===== src/design/eafr_pkg.sv =====
// Package for the encoder angle frame receiver.
// Holds the item structs, frame constants and the CRC-8 byte update.
// No dependencies.
package eafr_pkg;

  localparam int unsigned AngleW    = 21;
  localparam int unsigned StatusW   = 3;
  localparam int unsigned PosW      = 3;
  localparam logic [7:0]  CrcPoly   = 8'h07;
  localparam logic [7:0]  CrcInit   = 8'h00;
  localparam logic [PosW-1:0] PosIdle     = 3'd7;
  localparam logic [PosW-1:0] PosAngleHi  = 3'd2;
  localparam logic [PosW-1:0] PosAngleMid = 3'd3;
  localparam logic [PosW-1:0] PosAngleLo  = 3'd4;
  localparam logic [PosW-1:0] PosCrc      = 3'd5;

  typedef struct packed {
    logic [7:0] rx_byte;
    logic       frame_start;
  } in_item_t;

  typedef struct packed {
    logic [AngleW-1:0]  angle;
    logic [StatusW-1:0] status;
    logic               crc_ok;
    logic [7:0]         received_crc;
  } out_item_t;

  function automatic logic [7:0] crc8_byte(input logic [7:0] crc, input logic [7:0] b);
    logic [7:0] c;
    c = crc ^ b;
    for (int i = 0; i < 8; i++) begin
      c = c[7] ? ({c[6:0], 1'b0} ^ CrcPoly) : {c[6:0], 1'b0};
    end
    return c;
  endfunction

endpackage


===== src/design/eafr_frame_ctl.sv =====
// Frame tracker: byte position, angle bytes, running CRC and last status.
// Produces at most one result per item. Depends on eafr_pkg.
module eafr_frame_ctl (
  input  logic                clk_i,
  input  logic                rst_ni,
  input  logic                step_i,
  input  logic                crc_en_i,
  input  eafr_pkg::in_item_t  item_i,
  output logic                res_valid_o,
  output eafr_pkg::out_item_t res_o
);
  import eafr_pkg::*;

  logic [PosW-1:0]    pos_q, pos_d, pos_cur, last_idx;
  logic [23:0]        bytes_q, bytes_d;
  logic [7:0]         crc_q, crc_d;
  logic [StatusW-1:0] status_q, status_d;
  logic               ok;
  logic [7:0]         rcrc;

  always_comb begin
    pos_cur     = item_i.frame_start ? '0 : pos_q;
    last_idx    = crc_en_i ? PosCrc : PosAngleLo;
    pos_d       = pos_cur + 3'd1;
    bytes_d     = bytes_q;
    crc_d       = crc_q;
    status_d    = status_q;
    res_valid_o = 1'b0;
    ok          = 1'b1;
    rcrc        = 8'h00;

    if (pos_cur > last_idx) begin
      pos_d = PosIdle;
    end else if (pos_cur < PosAngleHi) begin
      pos_d = pos_cur + 3'd1;
    end else if (pos_cur <= PosAngleLo) begin
      if (pos_cur == PosAngleHi) begin
        bytes_d = {item_i.rx_byte, 16'h0000};
        crc_d   = crc8_byte(CrcInit, item_i.rx_byte);
      end else begin
        if (pos_cur == PosAngleMid) begin
          bytes_d = bytes_q | {8'h00, item_i.rx_byte, 8'h00};
        end else begin
          bytes_d = bytes_q | {16'h0000, item_i.rx_byte};
        end
        crc_d = crc8_byte(crc_q, item_i.rx_byte);
      end
      res_valid_o = (pos_cur == last_idx);
    end else begin
      rcrc        = item_i.rx_byte;
      ok          = (crc_q == item_i.rx_byte);
      res_valid_o = 1'b1;
    end

    if (res_valid_o) begin
      pos_d = PosIdle;
      if (ok) begin
        status_d = bytes_d[StatusW-1:0];
      end
    end

    res_o.angle        = ok ? bytes_d[23:3] : '0;
    res_o.status       = status_d;
    res_o.crc_ok       = ok;
    res_o.received_crc = rcrc;
  end

  always_ff @(posedge clk_i or negedge rst_ni) begin
    if (!rst_ni) begin
      pos_q    <= '0;
      bytes_q  <= '0;
      crc_q    <= CrcInit;
      status_q <= '0;
    end else if (step_i) begin
      pos_q    <= pos_d;
      bytes_q  <= bytes_d;
      crc_q    <= crc_d;
      status_q <= status_d;
    end
  end

endmodule


===== src/design/encoder_angle_frame_receiver_top.sv =====
// Encoder angle frame receiver: one SPI burst byte per item, at most one result per frame.
// Latency: the result is valid the cycle after the last byte of a frame is taken.
// Throughput: one byte per cycle unless a held result waits on out_ready_i; the output register frees as it is drained.
// Reset clears position, angle, CRC, status and the crc_enable register.
// Depends on eafr_pkg and eafr_frame_ctl.
module encoder_angle_frame_receiver_top (
  input  logic                clk_i,
  input  logic                rst_ni,
  input  logic                in_valid_i,
  output logic                in_ready_o,
  input  eafr_pkg::in_item_t  in_data_i,
  output logic                out_valid_o,
  input  logic                out_ready_i,
  output eafr_pkg::out_item_t out_data_o,
  input  logic                cfg_we_i,
  input  logic                cfg_wdata_i
);
  import eafr_pkg::*;

  logic      crc_en_q;
  logic      out_valid_q;
  out_item_t out_q;
  logic      step;
  logic      res_valid;
  out_item_t res;

  assign in_ready_o = !out_valid_q || out_ready_i;
  assign step       = in_valid_i && in_ready_o;

  eafr_frame_ctl u_frame (
    .clk_i       (clk_i),
    .rst_ni      (rst_ni),
    .step_i      (step),
    .crc_en_i    (crc_en_q),
    .item_i      (in_data_i),
    .res_valid_o (res_valid),
    .res_o       (res)
  );

  always_ff @(posedge clk_i or negedge rst_ni) begin
    if (!rst_ni) begin
      crc_en_q <= 1'b0;
    end else if (cfg_we_i) begin
      crc_en_q <= cfg_wdata_i;
    end
  end

  always_ff @(posedge clk_i or negedge rst_ni) begin
    if (!rst_ni) begin
      out_valid_q <= 1'b0;
    end else if (in_ready_o) begin
      out_valid_q <= step && res_valid;
    end
  end

  always_ff @(posedge clk_i) begin
    if (step && res_valid) begin
      out_q <= res;
    end
  end

  assign out_valid_o = out_valid_q;
  assign out_data_o  = out_q;

  a_fail_zero_angle: assert property (@(posedge clk_i) disable iff (!rst_ni)
    out_valid_o && !out_data_o.crc_ok |-> out_data_o.angle == '0)
    else $error("failed CRC result carries nonzero angle");

  a_no_crc_no_byte: assert property (@(posedge clk_i) disable iff (!rst_ni)
    out_valid_o && !crc_en_q |-> out_data_o.crc_ok && out_data_o.received_crc == 8'h00)
    else $error("result without CRC check reports a CRC");

  a_result_from_item: assert property (@(posedge clk_i) disable iff (!rst_ni)
    out_valid_o && !$past(out_valid_o) |-> $past(in_valid_i && in_ready_o))
    else $error("result appeared without an accepted item");

  a_status_holds_on_fail: assert property (@(posedge clk_i) disable iff (!rst_ni)
    step && res_valid && !res.crc_ok |-> res.status == u_frame.status_q)
    else $error("status changed on CRC mismatch");

endmodule


===== config.mk =====
export PLATFORM = sky130hd
export DESIGN_NAME = encoder_angle_frame_receiver_top
export DESIGN_NICKNAME = d
export VERILOG_FILES = /design/src/design/eafr_pkg.sv /design/src/design/eafr_frame_ctl.sv /design/src/design/encoder_angle_frame_receiver_top.sv
export SDC_FILE = /design/constraint.sdc
export NUM_CORES = 1
export LEC_CHECK = 0
export BUFFER_PORTS_ARGS = -buffer_cell sky130_fd_sc_hd__buf_2
export CAP_MARGIN = 30
export CORE_MARGIN = 2
export CORE_UTILIZATION = 45
export CTS_BUF_LIST = sky130_fd_sc_hd__clkbuf_16
export CTS_CLUSTER_DIAMETER = 40
export DETAILED_ROUTE_END_ITERATION = 7
export PLACE_DENSITY = 0.67
export RECOVER_POWER = 25
export SETUP_SLACK_MARGIN = 0.4
export SKIP_CTS_REPAIR_TIMING = 1
export SYNTH_ARGS = -nofsm -noshare
export SYNTH_HDL_FRONTEND = slang
export SYNTH_HIERARCHICAL = 1
export SYNTH_SLANG_ARGS = --single-unit

===== constraint.sdc =====
create_clock -name clk_i -period 2.22 [get_ports clk_i]
set_input_delay 0.111 -clock clk_i [delete_from_list [all_inputs] [get_ports clk_i]]
set_output_delay 0.111 -clock clk_i [all_outputs]
set_load 0.01 [all_outputs]

==> results of run 1 <==
==> power by group <==
part           internal, W  switching [W]  leakage (nW)  total, W
sequential         0.00183       0.000283         0.782   0.00211
combinational     0.000930       0.000883          1.00   0.00181
clock             0.000993       0.000579         0.160   0.00157
==> through the flow <==
step / cell area, µm² / worst slack [ns] / hold slack, ns
after global routing: 4670 / -0.0544 / 0.00646
after floorplan: 3680 / -0.0533 / -0.185
after CTS: 4360 / -0.0411 / -0.0622
after detailed placement: 4030 / -0.0329 / 0.295
after global placement: 4030 / 0.0345 / 0.287
final: 4670 / 0.00897 / -0.00557
==> cell usage after synthesis (2+ instances only) <==
| library cell | instances | share of area (%) |
|---|---|---|
| sky130_fd_sc_hd__nand2_1 | 30 | 3.1 |
| sky130_fd_sc_hd__a211oi_1 | 2 | 0.41 |
| sky130_fd_sc_hd__dfrtp_1 | 40 | 28 |
| sky130_fd_sc_hd__nand2b_1 | 3 | 0.52 |
| sky130_fd_sc_hd__clkbuf_1 | 13 | 1.3 |
| sky130_fd_sc_hd__mux2_2 | 14 | 4.3 |
| sky130_fd_sc_hd__nor3_1 | 4 | 0.55 |
| sky130_fd_sc_hd__buf_1 | 2 | 0.21 |
| sky130_fd_sc_hd__edfxtp_1 | 33 | 27 |
| sky130_fd_sc_hd__nor2_1 | 37 | 3.8 |
| sky130_fd_sc_hd__or3_1 | 3 | 0.52 |
| sky130_fd_sc_hd__and2_1 | 13 | 2.2 |
| sky130_fd_sc_hd__ha_1 | 7 | 2.4 |
| sky130_fd_sc_hd__xnor2_1 | 18 | 4.3 |
| sky130_fd_sc_hd__a31oi_1 | 10 | 1.7 |
| sky130_fd_sc_hd__a21oi_1 | 39 | 5.4 |
| sky130_fd_sc_hd__a21o_1 | 3 | 0.62 |
| sky130_fd_sc_hd__inv_1 | 7 | 0.72 |
| sky130_fd_sc_hd__o22a_1 | 5 | 1.2 |
| sky130_fd_sc_hd__buf_6 | 2 | 0.62 |
| sky130_fd_sc_hd__buf_2 | 3 | 0.41 |
| sky130_fd_sc_hd__o21ai_0 | 5 | 0.69 |
| sky130_fd_sc_hd__mux2_4 | 4 | 1.7 |
| sky130_fd_sc_hd__xor2_1 | 11 | 2.7 |
==> cell type report <==
cell class                      count  area share [%]
Sequential cell                    73            42.7
Multi-Input combinational cell    229            35.3
Timing Repair Buffer               78            11.8
Clock buffer                        9            4.82
Tap cell                          102            2.73
Clock inverter                      7            2.14
Inverter                            7           0.562
==> flip-flops by register name (all words and copies together), names as in the netlist <==
signal            count
u_frame/crc_q         8
u_frame/pos_q         3
crc_en_q              1
u_frame/status_q      3
u_frame/bytes_q      24
out_valid_o           1
out_data_o           33
==> logic make-up (layout without fill, tap and decap cells) <==
kind of cell             after synthesis  count (layout)
AND/OR/NAND/NOR                      102             104
flip-flops                            73              73
AO/OA/AOI/OAI                         69              69
XOR/XNOR                              30              30
buffers and inverters                 29             101
multiplexers                          19              19
adder cells (fa/ha/maj)                7               7
==> path summary, 6_finish.rpt <==
path	start	to	slack, ns	depth (start not counted)
max in group asynchronous	rst_ni	u_frame/crc_q[4]	1.04	2
worst min register to register	u_frame/bytes_q[4]	u_frame/bytes_q[4]	0.50	2
worst min-delay path	cfg_wdata_i	crc_en_q	-0.006	2
min in group asynchronous	rst_ni	u_frame/crc_q[7]	0.48	2
worst max register to register	u_frame/pos_q[0]	u_frame/bytes_q[22]	0.009	9
worst max-delay path	u_frame/pos_q[0]	u_frame/bytes_q[22]	0.009	9
==> layout by cell type (no fill, tap or decap), types with 13 or more instances in the layout <==
cell                        synthesis  final
sky130_fd_sc_hd__a21oi_1           39     39
sky130_fd_sc_hd__and2_1            13     13
sky130_fd_sc_hd__buf_4              1     17
sky130_fd_sc_hd__buf_2              3     13
sky130_fd_sc_hd__clkbuf_16          0     13
sky130_fd_sc_hd__clkbuf_1          13     35
sky130_fd_sc_hd__dfrtp_1           40     38
sky130_fd_sc_hd__nor2_1            37     33
sky130_fd_sc_hd__xnor2_1           18     13
sky130_fd_sc_hd__edfxtp_1          33     33
sky130_fd_sc_hd__nand2_1           30     29
==> per-layer routing <==
| layer | part of all wire (%) | vias up |
|---|---|---|
| met3 | 6.6 | 11 |
| met2 | 46 | 82 |
| met1 | 46 | 1269 |
| met5 | 0 | - |
| li1 | - | 1294 |
| met4 | 1.4 | 0 |
==> run metrics, run 1 <==
GRT met1 Usage 25.1%; final weighted congestion of routability-driven global placement 0.842; pin count of the biggest net entering global routing 41; violated checks negative hold slack; cell row count 32; highest clock frequency the design can meet 452 MHz; global-route usage over all layers 18.3%; simple logic cell fraction of the synthesized area 13.8%; average detailed-routed wire length per instance 16.5 µm; area occupied by multi-input gates 1650 µm²; count of clock tree sinks 73; unrepaired setup endpoints after global routing yes; number of non-filler instances in the completed layout 505; crit path max fanout 4; Avg Cell Area, Syn 11.0 µm²; Reg area 1990 µm²; floorplan die area 8800 µm²; synth unique cells 45; height of the die 93.8 µm; Post-synth EDFFs 33; first-pass GRT wire length 12,100 µm; class of the most critical setup path register to register; total via count in the routed design 2,656; Hold WS -0.00557 ns; final period demand of the worst path 2.21 ns; TritonCTS clock tree yes; global-route congestion overflow total 0; Total Power Consumption 0.00550 W; sequential-to-total area share from yosys stat 54.9%; post-synthesis cell count 329; average vias per placed instance 5.26; global routing's busiest layer met2; maxcap violations 0; highest ir drop seen on vdd 0.000438 V; slowest cell on the critical path sky130_fd_sc_hd__or3_4; Setup Skew 0.00790 ns; worst min-delay path class input pin to register; area fraction in compound gates after synthesis 11.1%; number of buffers on the longest clock path 2; critical path cell sequence inv_2, nor2_4, inv_2, ha_4, nor2_2, o31a_1, or3_4, nor2_4, mux2_4; violation count after the first detailed-route iteration 187; IO Port Bufs 49; CTS H-tree lvls 3; final core area utilization 60.2%; static power due to leakage 1.94 nW; crit path DAT 2.43 ns; buffering stage count on the worst path with inverters included 2; number of hold violations in the final report 1; Die W 93.8 µm; number of max-slew violations in the final report 0; number of cells after detailed placement 470; share of flip-flops with an asynchronous set or reset 54.8%; critical path startpoint category register; count of state elements after synthesis 73; IO Count 50; core footprint 7770 µm²; met3 layer usage reported by global route 4.25%; dominant combinational cell family by area after synthesis simple AND/OR/NAND/NOR gates; fillers 659; Critical Path RT 2.43 ns; count of yosys warnings during synthesis 6; most instantiated flip-flop cell in the synthesis netlist sky130_fd_sc_hd__dfrtp_1; power density normalized to cell area 1180 nW/µm²; met2 track utilization from global routing 26.8%; clock buffer count from CTS 9; Worst path top cell family by delay simple AND/OR/NAND/NOR gates; residual antenna-violating net count after detailed routing 0; Setup crit end kind register; total wire length after detailed routing 8360 µm; number of antenna cells inserted 0; share of synthesized cell area in full adder, half adder and majority cells 2.41%; Initial Util 46.7%; initial antenna violation count 0; CTS clock-pin slew for the worst setup and hold paths 0.06 ns; outcome finished with violations; Root Buffer sky130_fd_sc_hd__clkbuf_16; Clk Latency, worst-skew pair 0.34 ns; DRC violations left 0; synthesized-area fraction occupied by xor and xnor cells 7.62%; length of the first detailed-routing pass in iterations 5; synthesis-to-layout area growth 28.7%; post-synthesis cell area 3630 µm²; share of final-layout standard cells stronger than drive strength 1 25.6%; vias in the first global route 2,363; fraction of synthesized area in multiplexers 6.27%; Post-DP HPWL 4980 µm; setup total negative slack 0 ns; number of nets in the synthesized netlist 351; slew margin rel. 33.0%; net count reported at finish 420; pin slew with the least headroom to its limit 1.01 ns; final cycle utilization of the critical path 99.6%; CP max stage delay 0.43 ns; setup violation total in the final timing report 0
Power figures use the tool's default switching activity.
==> run 2: changes to the inputs <==
--- a/config.mk
+++ b/config.mk
@@ -12,6 +12,7 @@
 export CTS_BUF_LIST = sky130_fd_sc_hd__clkbuf_16
 export CTS_CLUSTER_DIAMETER = 40
 export DETAILED_ROUTE_END_ITERATION = 7
+export HOLD_SLACK_MARGIN = 0.03
 export PLACE_DENSITY = 0.67
 export RECOVER_POWER = 25
 export SETUP_SLACK_MARGIN = 0.4
==> run 2 against run 1 <==
- the flow now finishes without violations
- worst setup slack improved by 0.0018 ns
- die area unchanged
- register-to-register slack about the same
- hold slack improved by 0.057 ns
- non-clock buffer count increased by 2
- largest power group unchanged
==> run metrics, run 2 (synthesis gave the netlist of run 1 again) <==
slew margin rel. 32.7% (-0.27 points); global-route usage over all layers 18.3% (unchanged); total via count in the routed design 2,697 (+1.5%); global-route congestion overflow total 0 (unchanged); Die W 93.8 µm (unchanged); most used cells in the layout excluding fill and tap cells 39 x sky130_fd_sc_hd__a21oi_1, 38 x sky130_fd_sc_hd__dfrtp_1, 35 x sky130_fd_sc_hd__clkbuf_1, 33 x sky130_fd_sc_hd__edfxtp_1, 33 x sky130_fd_sc_hd__nor2_1; pin slew with the least headroom to its limit 1.01 ns (+0.00406 ns); average detailed-routed wire length per instance 16.4 µm (-0.75%); IO Port Bufs 49 (unchanged); buffering stage count on the worst path with inverters included 2 (unchanged); number of antenna cells inserted 0 (unchanged); crit path max fanout 4 (unchanged); DRC violations left 0 (unchanged); synthesis-to-layout area growth 29.4%; total wire length after detailed routing 8330 µm (-0.36%); unrepaired setup endpoints after global routing yes; Setup crit end kind register; residual antenna-violating net count after detailed routing 0 (unchanged); highest ir drop seen on vdd 0.000436 V (-0.44%); number of max-slew violations in the final report 0 (unchanged); flip-flop count of the largest register, all copies and words added 33 (unchanged); CTS H-tree lvls 3 (unchanged); length of the first detailed-routing pass in iterations 5 (unchanged); number of hold violations in the final report 0 (-1); setup violation total in the final timing report 0 (unchanged); CTS clock-pin slew for the worst setup and hold paths 0.06 ns (about the same); Clk Latency, worst-skew pair 0.34 ns (about the same); power density normalized to cell area 1170 nW/µm² (-0.41%); net count reported at finish 422 (+0.48%); IO Count 50 (unchanged); Worst path top cell family by delay simple AND/OR/NAND/NOR gates; cell row count 32 (unchanged); most common cell after layout, fill and taps aside sky130_fd_sc_hd__a21oi_1; crit path DAT 2.43 ns (about the same); slowest cell on the critical path sky130_fd_sc_hd__or3_4; initial antenna violation count 0 (unchanged); outcome finished clean; core footprint 7770 µm² (unchanged); vias in the first global route 2,363 (unchanged); highest clock frequency the design can meet 453 MHz (about the same); average vias per placed instance 5.32 (+1.1%); CP max stage delay 0.43 ns (about the same); critical path startpoint category register; critical path cell sequence inv_2, nor2_4, inv_2, ha_4, nor2_2, o31a_1, or3_4, nor2_4, mux2_4; violation count after the first detailed-route iteration 205 (+9.6%); static power due to leakage 1.96 nW (+0.65%); Post-DP HPWL 4980 µm (unchanged); final core area utilization 60.5% (+0.31 points); Initial Util 46.7% (unchanged); share of final-layout standard cells stronger than drive strength 1 25.7% (+0.12 points); final cycle utilization of the critical path 99.5% (about the same); Critical Path RT 2.44 ns (about the same); Setup Skew 0.00586 ns (-0.00204 ns); fillers 659 (unchanged); Root Buffer sky130_fd_sc_hd__clkbuf_16; final period demand of the worst path 2.21 ns (-0.00177 ns); Hold WS 0.0517 ns (+0.0573 ns); final weighted congestion of routability-driven global placement 0.842 (unchanged); maxcap violations 0 (unchanged); height of the die 93.8 µm (unchanged); count of clock tree sinks 73 (unchanged); class of the most critical setup path register to register; post-placement cell area 4030 µm² (unchanged); worst min-delay path class input pin to register; clock buffer count from CTS 9 (unchanged); pin count of the biggest net entering global routing 41 (unchanged); Final Cell Area 4700 µm² (+0.51%); first-pass GRT wire length 12,100 µm (unchanged); TritonCTS clock tree yes; number of buffers on the longest clock path 2 (unchanged); Total Power Consumption 0.00551 W (about the same); floorplan die area 8800 µm² (unchanged)
run 2: changes by cell type in the layout (fill, tap and decap cells not counted), sizes merged:
cell and change:
dlygate4sd3 +2
run 2: power breakdown:
group | leakage (nW) | internal (W) | switching [W] | total, W
registers | 0.782 | 0.00183 | 0.000279 | 0.00211
logic | 1.01 | 0.000935 | 0.000885 | 0.00182
clock network | 0.160 | 0.000993 | 0.000581 | 0.00157
total | 1.96 | 0.00376 | 0.00175 | 0.00551
run 2: worst paths after layout:
check | startpoint | to | slack, ns | depth (start not counted)
min reg2reg | u_frame/bytes_q[4] | u_frame/bytes_q[4] | 0.50 | 2
min | out_ready_i | out_valid_o | 0.05 | 3
max | u_frame/pos_q[0] | u_frame/bytes_q[22] | 0.01 | 9
min in group asynchronous | rst_ni | u_frame/crc_q[7] | 0.48 | 2
max in group asynchronous | rst_ni | u_frame/crc_q[4] | 1.04 | 2
max reg2reg | u_frame/pos_q[0] | u_frame/bytes_q[22] | 0.01 | 9
run 2: per-stage QoR:
step                TNS (ns)  setup WS [ns]  cells
floorplan             -0.160        -0.0533    329
global placement           0         0.0345    470
detailed placement    -0.111        -0.0329    470
CTS                   -0.158        -0.0411    486
global route           -1.08        -0.0544    507
finish                     0         0.0107    507
run 2: layout make-up:
cell class	instances	area, µm²	area share [%]
Tap cell	102	128	2.72
Clock inverter	7	100	2.13
Sequential cell	73	1990	42.5
Inverter	7	26.3	0.559
Timing Repair Buffer	80	572	12.2
Clock buffer	9	225	4.79
Multi-Input combinational cell	229	1650	35.2
run 2: worst min-delay path: stages:
cell	delay (ns)
sky130_fd_sc_hd__buf_2	0.07
sky130_fd_sc_hd__nand2b_4	0.12
sky130_fd_sc_hd__nand2_1	0.05
run 2: layer usage:
| layer | GRT usage [%] | share of wire (%) | vias to the layer above |
|---|---|---|---|
| met5 | 0 | 0 | - |
| met4 | 10.3 | 2.3 | 0 |
| met3 | 4.25 | 6.8 | 14 |
| met2 | 26.8 | 46 | 93 |
| met1 | 25.1 | 45 | 1294 |
| li1 | - | - | 1296 |
